==> config.mk <==
export PLATFORM = sky130hd
export DESIGN_NAME = three_wire_register_read_master
export DESIGN_NICKNAME = d
export VERILOG_FILES = /design/src/sv/twrm_pkg.sv /design/src/sv/twrm_core.sv /design/src/sv/twrm_out_reg.sv /design/src/sv/three_wire_register_read_master.sv
export SDC_FILE = /design/constraint.sdc
export NUM_CORES = 1
export LEC_CHECK = 0
export BUFFER_PORTS_ARGS = -buffer_cell sky130_fd_sc_hd__buf_2
export CAP_MARGIN = 10
export CORE_ASPECT_RATIO = 0.7
export CORE_MARGIN = 5
export CORE_UTILIZATION = 40
export CTS_BUF_LIST = sky130_fd_sc_hd__clkbuf_16
export DETAILED_ROUTE_END_ITERATION = 8
export PLACE_DENSITY_LB_ADDON = 0.12
export SLEW_MARGIN = 20
export SYNTH_ARGS = -nofsm -noshare
export SYNTH_HDL_FRONTEND = slang
export SYNTH_SLANG_ARGS = --single-unit
==> constraint.sdc <==
create_clock -name i_clk -period 4.45 [get_ports i_clk]
set_input_delay 1.1125 -clock i_clk [delete_from_list [all_inputs] [get_ports i_clk]]
set_output_delay 1.1125 -clock i_clk [all_outputs]
set_load 0.01 [all_outputs]
==> src/sv/twrm_pkg.sv <==
// Shared types and constants for the three-wire register read master.
package twrm_pkg;

    // Request codes carried by the req_type field.
    localparam logic REQ_TICK  = 1'b0;
    localparam logic REQ_START = 1'b1;

    // Fixed widths of the address and read-data fields.
    localparam int ADDR_BITS = 8;
    localparam int READ_BITS = 8;

    // One result beat, as it leaves the sequencing logic.
    typedef struct packed {
        logic                 chip_enable;
        logic                 serial_clock;
        logic                 data_out;
        logic                 data_drive;
        logic                 busy;
        logic                 done;
        logic [READ_BITS-1:0] read_data;
    } t_result;

endpackage

==> src/sv/twrm_core.sv <==
// Transfer sequencer: line state, half-period counter and address/data shifters.
module twrm_core #(
    parameter int WORD_BITS = 8
) (
    input  logic                             i_clk,
    input  logic                             i_rst_n,
    input  logic                             i_step,
    input  logic                             i_req_type,
    input  logic [twrm_pkg::ADDR_BITS-1:0]   i_reg_addr,
    input  logic                             i_io_in,
    output twrm_pkg::t_result                o_result
);
    import twrm_pkg::*;

    localparam int PHASE_TICKS = 2 * WORD_BITS;
    localparam int CNT_W       = $clog2(PHASE_TICKS);

    logic                 r_active,  n_active;
    logic                 r_reading, n_reading;
    logic [CNT_W-1:0]     r_count,   n_count;
    logic [WORD_BITS-1:0] r_addr,    n_addr;
    logic [WORD_BITS-1:0] r_data,    n_data;
    logic                 r_clk,     n_clk;
    logic                 w_done;
    logic                 w_last;

    assign w_last = (r_count == CNT_W'(PHASE_TICKS - 1));

    always_comb begin
        n_active  = r_active;
        n_reading = r_reading;
        n_count   = r_count;
        n_addr    = r_addr;
        n_data    = r_data;
        n_clk     = r_clk;
        w_done    = 1'b0;
        if (!r_active) begin
            if (i_req_type == REQ_START) begin
                n_active  = 1'b1;
                n_reading = 1'b0;
                n_count   = '0;
                n_clk     = 1'b0;
                n_addr    = WORD_BITS'(i_reg_addr);
                n_data    = '0;
            end
        end else if (i_req_type == REQ_TICK) begin
            // Even ticks raise the clock, odd ticks lower it.
            n_clk = ~r_count[0];
            if (!r_reading) begin
                // The next address bit is presented as the clock falls.
                if (r_count[0]) begin
                    n_addr = r_addr >> 1;
                end
            end else if (!r_count[0]) begin
                // Sample just before the rising edge; bits arrive LSB first,
                // so they enter at the top and move down.
                n_data = (r_data >> 1) | (WORD_BITS'(i_io_in) << (WORD_BITS - 1));
            end
            if (w_last) begin
                n_count = '0;
                if (!r_reading) begin
                    n_reading = 1'b1;
                end else begin
                    n_active  = 1'b0;
                    n_reading = 1'b0;
                    w_done    = 1'b1;
                end
            end else begin
                n_count = r_count + CNT_W'(1);
            end
        end
    end

    always_comb begin
        o_result.chip_enable  = n_active;
        o_result.serial_clock = n_clk;
        o_result.data_drive   = n_active & ~n_reading;
        o_result.data_out     = n_active & ~n_reading & n_addr[0];
        o_result.busy         = n_active;
        o_result.done         = w_done;
        o_result.read_data    = w_done ? READ_BITS'(n_data) : '0;
    end

    always_ff @(posedge i_clk) begin
        if (!i_rst_n) begin
            r_active  <= 1'b0;
            r_reading <= 1'b0;
            r_count   <= '0;
            r_addr    <= '0;
            r_data    <= '0;
            r_clk     <= 1'b0;
        end else if (i_step) begin
            r_active  <= n_active;
            r_reading <= n_reading;
            r_count   <= n_count;
            r_addr    <= n_addr;
            r_data    <= n_data;
            r_clk     <= n_clk;
        end
    end

`ifndef SYNTHESIS
    a_read_needs_active: assert property (@(posedge i_clk) disable iff (!i_rst_n)
        r_reading |-> r_active)
        else $error("read phase flagged without an active transfer");

    a_count_in_range: assert property (@(posedge i_clk) disable iff (!i_rst_n)
        r_count <= CNT_W'(PHASE_TICKS - 1))
        else $error("half-period counter beyond phase length");

    a_end_only_on_step: assert property (@(posedge i_clk) disable iff (!i_rst_n)
        $fell(r_active) |-> $past(i_step) && $past(r_reading) && $past(w_last))
        else $error("transfer ended outside the last read tick");

    a_done_drops_enable: assert property (@(posedge i_clk) disable iff (!i_rst_n)
        o_result.done |-> !o_result.chip_enable && !o_result.data_drive)
        else $error("done reported while the transfer is still active");
`endif

endmodule

==> src/sv/twrm_out_reg.sv <==
// Output register that holds one result beat until the consumer takes it.
module twrm_out_reg (
    input  logic              i_clk,
    input  logic              i_rst_n,
    input  logic              i_load,
    input  twrm_pkg::t_result i_result,
    input  logic              i_ready,
    output logic              o_valid,
    output logic              o_free,
    output twrm_pkg::t_result o_result
);
    import twrm_pkg::*;

    logic    r_valid;
    t_result r_result;

    // The slot can take a new beat when empty or when its beat leaves now.
    assign o_free   = ~r_valid | i_ready;
    assign o_valid  = r_valid;
    assign o_result = r_result;

    always_ff @(posedge i_clk) begin
        if (!i_rst_n) begin
            r_valid <= 1'b0;
        end else begin
            r_valid <= i_load | (r_valid & ~i_ready);
        end
    end

    always_ff @(posedge i_clk) begin
        if (i_load) begin
            r_result <= i_result;
        end
    end

endmodule

==> src/sv/three_wire_register_read_master.sv <==
// Top level of the three-wire serial register read master (LSB first).
//
//  Channel   Valid     Ready     Payload
//  -------   -------   -------   ---------------------------------------------
//  request   i_valid   o_ready   i_req_type, i_reg_addr, i_io_in
//  result    o_valid   i_ready   o_chip_enable, o_serial_clock, o_data_out,
//                                o_data_drive, o_busy_res, o_done_res,
//                                o_read_data
//
// Every request beat produces exactly one result beat, in the cycle after it is
// accepted. A beat is taken in every cycle as long as the result register is
// empty or being emptied, so the sustained rate is one beat per clock; the
// single output register is the only thing that sets it.
// Reset (i_rst_n low at a rising edge) returns the master to idle with the
// serial clock low and the result register empty.
// When the consumer stalls, one result waits in the output register and the
// request side stalls with it; no beat is lost or repeated.
//
// A start beat while idle loads the address and raises chip enable. Each
// following tick beat is one half serial-clock period: 2*WORD_BITS ticks
// drive the address out, then 2*WORD_BITS ticks read the data byte in, and
// the last of these reports the byte with done set. A start beat during a
// transfer leaves everything as it is; a tick while idle reports all lines low.
module three_wire_register_read_master #(
    parameter int WORD_BITS = 8
) (
    input  logic                           i_clk,
    input  logic                           i_rst_n,
    input  logic                           i_valid,
    output logic                           o_ready,
    input  logic                           i_req_type,
    input  logic [twrm_pkg::ADDR_BITS-1:0] i_reg_addr,
    input  logic                           i_io_in,
    output logic                           o_valid,
    input  logic                           i_ready,
    output logic                           o_chip_enable,
    output logic                           o_serial_clock,
    output logic                           o_data_out,
    output logic                           o_data_drive,
    output logic                           o_busy_res,
    output logic                           o_done_res,
    output logic [twrm_pkg::READ_BITS-1:0] o_read_data
);
    import twrm_pkg::*;

    logic    w_free;
    logic    w_step;
    t_result w_next;
    t_result w_out;

    // A request beat moves the sequencer and fills the result register at once.
    assign o_ready = w_free;
    assign w_step  = i_valid & w_free;

    twrm_core #(
        .WORD_BITS (WORD_BITS)
    ) u_core (
        .i_clk      (i_clk),
        .i_rst_n    (i_rst_n),
        .i_step     (w_step),
        .i_req_type (i_req_type),
        .i_reg_addr (i_reg_addr),
        .i_io_in    (i_io_in),
        .o_result   (w_next)
    );

    twrm_out_reg u_out_reg (
        .i_clk    (i_clk),
        .i_rst_n  (i_rst_n),
        .i_load   (w_step),
        .i_result (w_next),
        .i_ready  (i_ready),
        .o_valid  (o_valid),
        .o_free   (w_free),
        .o_result (w_out)
    );

    // The result beat fans out onto the individual line-level ports.
    assign o_chip_enable  = w_out.chip_enable;
    assign o_serial_clock = w_out.serial_clock;
    assign o_data_out     = w_out.data_out;
    assign o_data_drive   = w_out.data_drive;
    assign o_busy_res     = w_out.busy;
    assign o_done_res     = w_out.done;
    assign o_read_data    = w_out.read_data;

endmodule

Word-level counts from Yosys, hierarchy flattened --
Index checks and enable logic that the tools add are counted.
Storage, ports and cells: bits in registers 37, bits in latches 0, RAM bits 0, memory bits (read-only) 0, bits of input ports 14, output and inout port bits 16, logic and storage cells 63, memories 0
Cells by class: add/subtract/negate cells 1, multiply operators 0, divide/modulo/power cells 0, magnitude comparators 0, equality and inequality tests 3, shifts and indexed selects 0, mux-type cells 30, bitwise gates (word level) 11, reductions and logical operators 4
Operators with widths (number):
- $mux W8 | 10
- $mux W1 | 16
- $mux W4 | 4
- $or A7 B8 Y8 | 1
- $reduce_and A5 Y1 | 1
- $add A4 B1 Y4 const B | 1
- $and A1 B1 Y1 | 4
- $eq A4 B4 Y1 const B | 1
- $ne A2 B2 Y1 const B | 2
- $not A1 Y1 | 4
- $reduce_bool A2 Y1 | 2
- $reduce_and A3 Y1 | 1
- $or A1 B1 Y1 | 2

Longest topological paths before layout --
depth in word-level cells 7, depth in mapped cells 6, mapped depth without buffers 6

Cells and area by module --
From an unflattened synthesis, not the netlist that was laid out.
Unflattened totals: cells, all modules 201, area total of the unflattened synthesis 1914.3 um^2
By module, submodules not included:
- twrm_core | times used 1, cells each 182, area an instance 1438.9 um^2
- twrm_out_reg | times used 1, cells each 18, area an instance 469.2 um^2
- three_wire_register_read_master | times used 1, cells each 1, area an instance 6.3 um^2

Least setup slack after synthesis --
No wires, ideal clock.
kind in2out, start point in i_ready, end point out o_ready, arrival time 1.460 ns, required time 3.338 ns, setup slack 1.878 ns, cell stages on the path 2, path buffers 0, cells stage by stage nor2b_2 inv_1
On the way: cells in the longest elaborated chain, start to end 1
RTL lines:
- from (decl) | line three_wire_register_read_master.sv:35 | input logic i_ready,
- $or A1 B1 Y1 | line twrm_out_reg.sv:18 | assign o_free = ~r_valid | i_ready;
- to (decl) | line three_wire_register_read_master.sv:30 | output logic o_ready,
No other way between the ends.

Worst setup path after layout --
Ends and elaborated chain as after synthesis.

==> results.json <==
{
  "holdPathStages": 2,
  "synthTopCellsByArea": "dfxtp_1 28%, edfxtp_1 22%, a22oi_1 6.0%",
  "hold_buffers": 0,
  "power_density_mw_per_mm2": 382,
  "wirelength_mm": 3.80,
  "rsz0062_at_grt": "no",
  "dieArea_mm2": 0.00580,
  "cts_made_buffers": 5,
  "ctsRootBufferMaster": "clkbuf_16",
  "netlist_instances": 181,
  "fin_crit_ps": 2860,
  "nets": 220,
  "clock_latency_ps": 280,
  "outcome": "completed",
  "antenna_found_initial": 0,
  "vias": 1421,
  "finalSetupTns_ps": 0,
  "reg2reg_to": "u_core.r_addr[5]",
  "drt_iter0_drc": 77,
  "slew_headroom_pct": 46.6,
  "die_y_um": 65.2,
  "grt_pass1_wl_mm": 6.38,
  "holdPathEnd": "u_core.r_addr[7]",
  "grt_use_total_pct": 14.6,
  "die_x_um": 88.9,
  "antenna_cells": 0,
  "gp_congestion": 0.781,
  "fillCellCount": 401,
  "required_ps": 3340,
  "setup_viol": 0,
  "whs_ps": 479,
  "path_clk_slew_ps": 50,
  "pre_cts_ws_ps": 1590,
  "ctsHtreeMaxLevel": 2,
  "ys_ff_latch": 37,
  "clock-sinks": 37,
  "final_common_cell": "buf_2",
  "synth-edff-count": 13,
  "hold_path.startpoint": "u_core.r_addr[7]",
  "routedWlPerCell_um": 14.6,
  "vdd_drop_max_uv": 195,
  "post_dp_cell_area_mm2": 0.00189,
  "yosysWarnings": 0,
  "worst_clock_skew_ps": 4.85,
  "cts_buffer_depth": 2,
  "critical_path.max_fanout": 5,
  "drc_errors": 0,
  "portBuffers": 29,
  "fmax_mhz": 349,
  "critPathLaunchType": "input pin",
  "worstReg2RegStart": "u_core.r_active",
  "syn-cell-area_mm2": 0.00174,
  "drv_cap": 0,
  "r2r_slack_ps": 2280,
  "grt_max_degree": 22,
  "fin_crit_sh_pct": 64.3,
  "viasPerCell": 5.44,
  "slew_violations": 0,
  "hold_viol": 0,
  "layout_common_cells": "29 x buf_2, 24 x dfxtp_1, 18 x nor2_1",
  "yosysUniqueCellTypes": 44,
  "final_layout_size_suffix_gt1_share_pct": 22.3,
  "ys_seq_area_share_pct": 50.0,
  "fp-row-count": 20,
  "core_area_mm2": 0.00428,
  "drtPass1Iterations": 4,
  "leakage_nw": 0.725,
  "synthesis.nets": 196,
  "cp.arrival_ps": 1750,
  "synth.top_cell.area_share_pct": 27.6,
  "final_area_mm2": 0.00203,
  "worst-setup-path-type": "input pin to output pin",
  "antenna_left": 0,
  "cts_tree": "yes",
  "start_util_pct": 40.7,
  "synth_area_per_cell_um2": 9.63,
  "ys.flop_type": "dfxtp_1",
  "area_growth_pct": 16.7,
  "grt_pass1_vias": 1279,
  "cts_resized": 0,
  "pin_count": 30,
  "reg2regPathDepth": 4,
  "async_flop_share_pct": 0,
  "postCtsSetupBuffers": 0,
  "layout_setup_ws_ps": 1590,
  "tightest_slew_ps": 801,
  "grt_overflow_total": 0,
  "dp_hpwl_mm": 2.70,
  "cp-end-kind": "output pin",
  "synth_largest_area_cell": "dfxtp_1",
  "hold_path.class": "flop to flop"
}
flip-flops by register name, summed over array words and instances (netlist names):
register,flops
u_core.r_reading,1
u_out_reg.o_result,13
u_core.r_addr,8
u_core.r_data,8
u_core.r_active,1
u_out_reg.o_valid,1
u_core.r_clk,1
u_core.r_count,4
layout make-up:
class                   count  area, µm²  share of cell area [%]
inverters                   7       26.3                    1.29
clock buffers               5        125                    6.15
flip-flops and latches     37        871                    42.8
well taps                  55       68.8                    3.38
clock inverters             3       13.8                   0.677
multi-input cells         124        776                    38.2
repair buffers             30        153                    7.51
power breakdown:
group	internal (mW)	leakage, nW	switching, mW
Sequential	0.364	0.323	0.00878
Clock	0.203	0.0748	0.131
Combinational	0.0272	0.327	0.0418
how the worst max path moves through the flow:
stage / start / to / cells after the start
2_1_floorplan: i_ready / o_ready / 2
3_3_place_gp: i_ready / o_ready / 4
3_5_place_dp: i_ready / o_ready / 4
4_1_cts: i_ready / o_ready / 4
5_1_grt: i_ready / o_ready / 4
6_report: i_ready / o_ready / 4
through the flow:
step | instances | power (mW) | utilization, %
5_1_grt | 261 | 0.807 | 47.5
3_3_place_gp | 253 | 0.447 | 44.3
3_5_place_dp | 253 | 0.449 | 44.3
2_1_floorplan | 181 | 0.429 | -
4_1_cts | 261 | 0.781 | 47.5
6_report | 261 | 0.776 | 47.5
cell families (layout without fill, tap and decap cells):
| logic type | count (synthesis) | count (layout) | share of synthesized area (%) |
|---|---|---|---|
| AOI/OAI and AO/OA | 53 | 53 | 22.0 |
| DFF | 37 | 37 | 50.0 |
| buffers and inverters | 20 | 45 | 5.53 |
| xor gates and xnor gates | 2 | 2 | 1.44 |
| muxes | 1 | 1 | 0.574 |
| adders and majority gates | 1 | 1 | 0.718 |
| and+or+nand+nor | 67 | 67 | 19.8 |
worst max-delay path, stage by stage:
cell	delay (ps)
buf_2	100
nor2b_2	220
inv_1	150
buf_2	170
cells in the mapped netlist (all sizes together) (2+ instances only):
cell	n
o21ai	6
a22oi	14
dfxtp	24
a21oi	15
clkbuf	7
o22ai	2
nand3	11
a31oi	2
nand4	2
or3	3
nor2	18
buf	6
nor2b	5
and3	3
inv	6
a211oi	7
edfxtp	13
nand2b	2
nand2	17
per-layer routing:
| layer | part of all wire [%] | track usage (%) |
|---|---|---|
| met2 | 40 | 19.3 |
| met3 | 6.5 | 5.64 |
| met4 | 1.4 | 4.72 |
| met5 | 0 | 0 |
| met1 | 52 | 21.3 |
(Power assumes the default switching activity.)
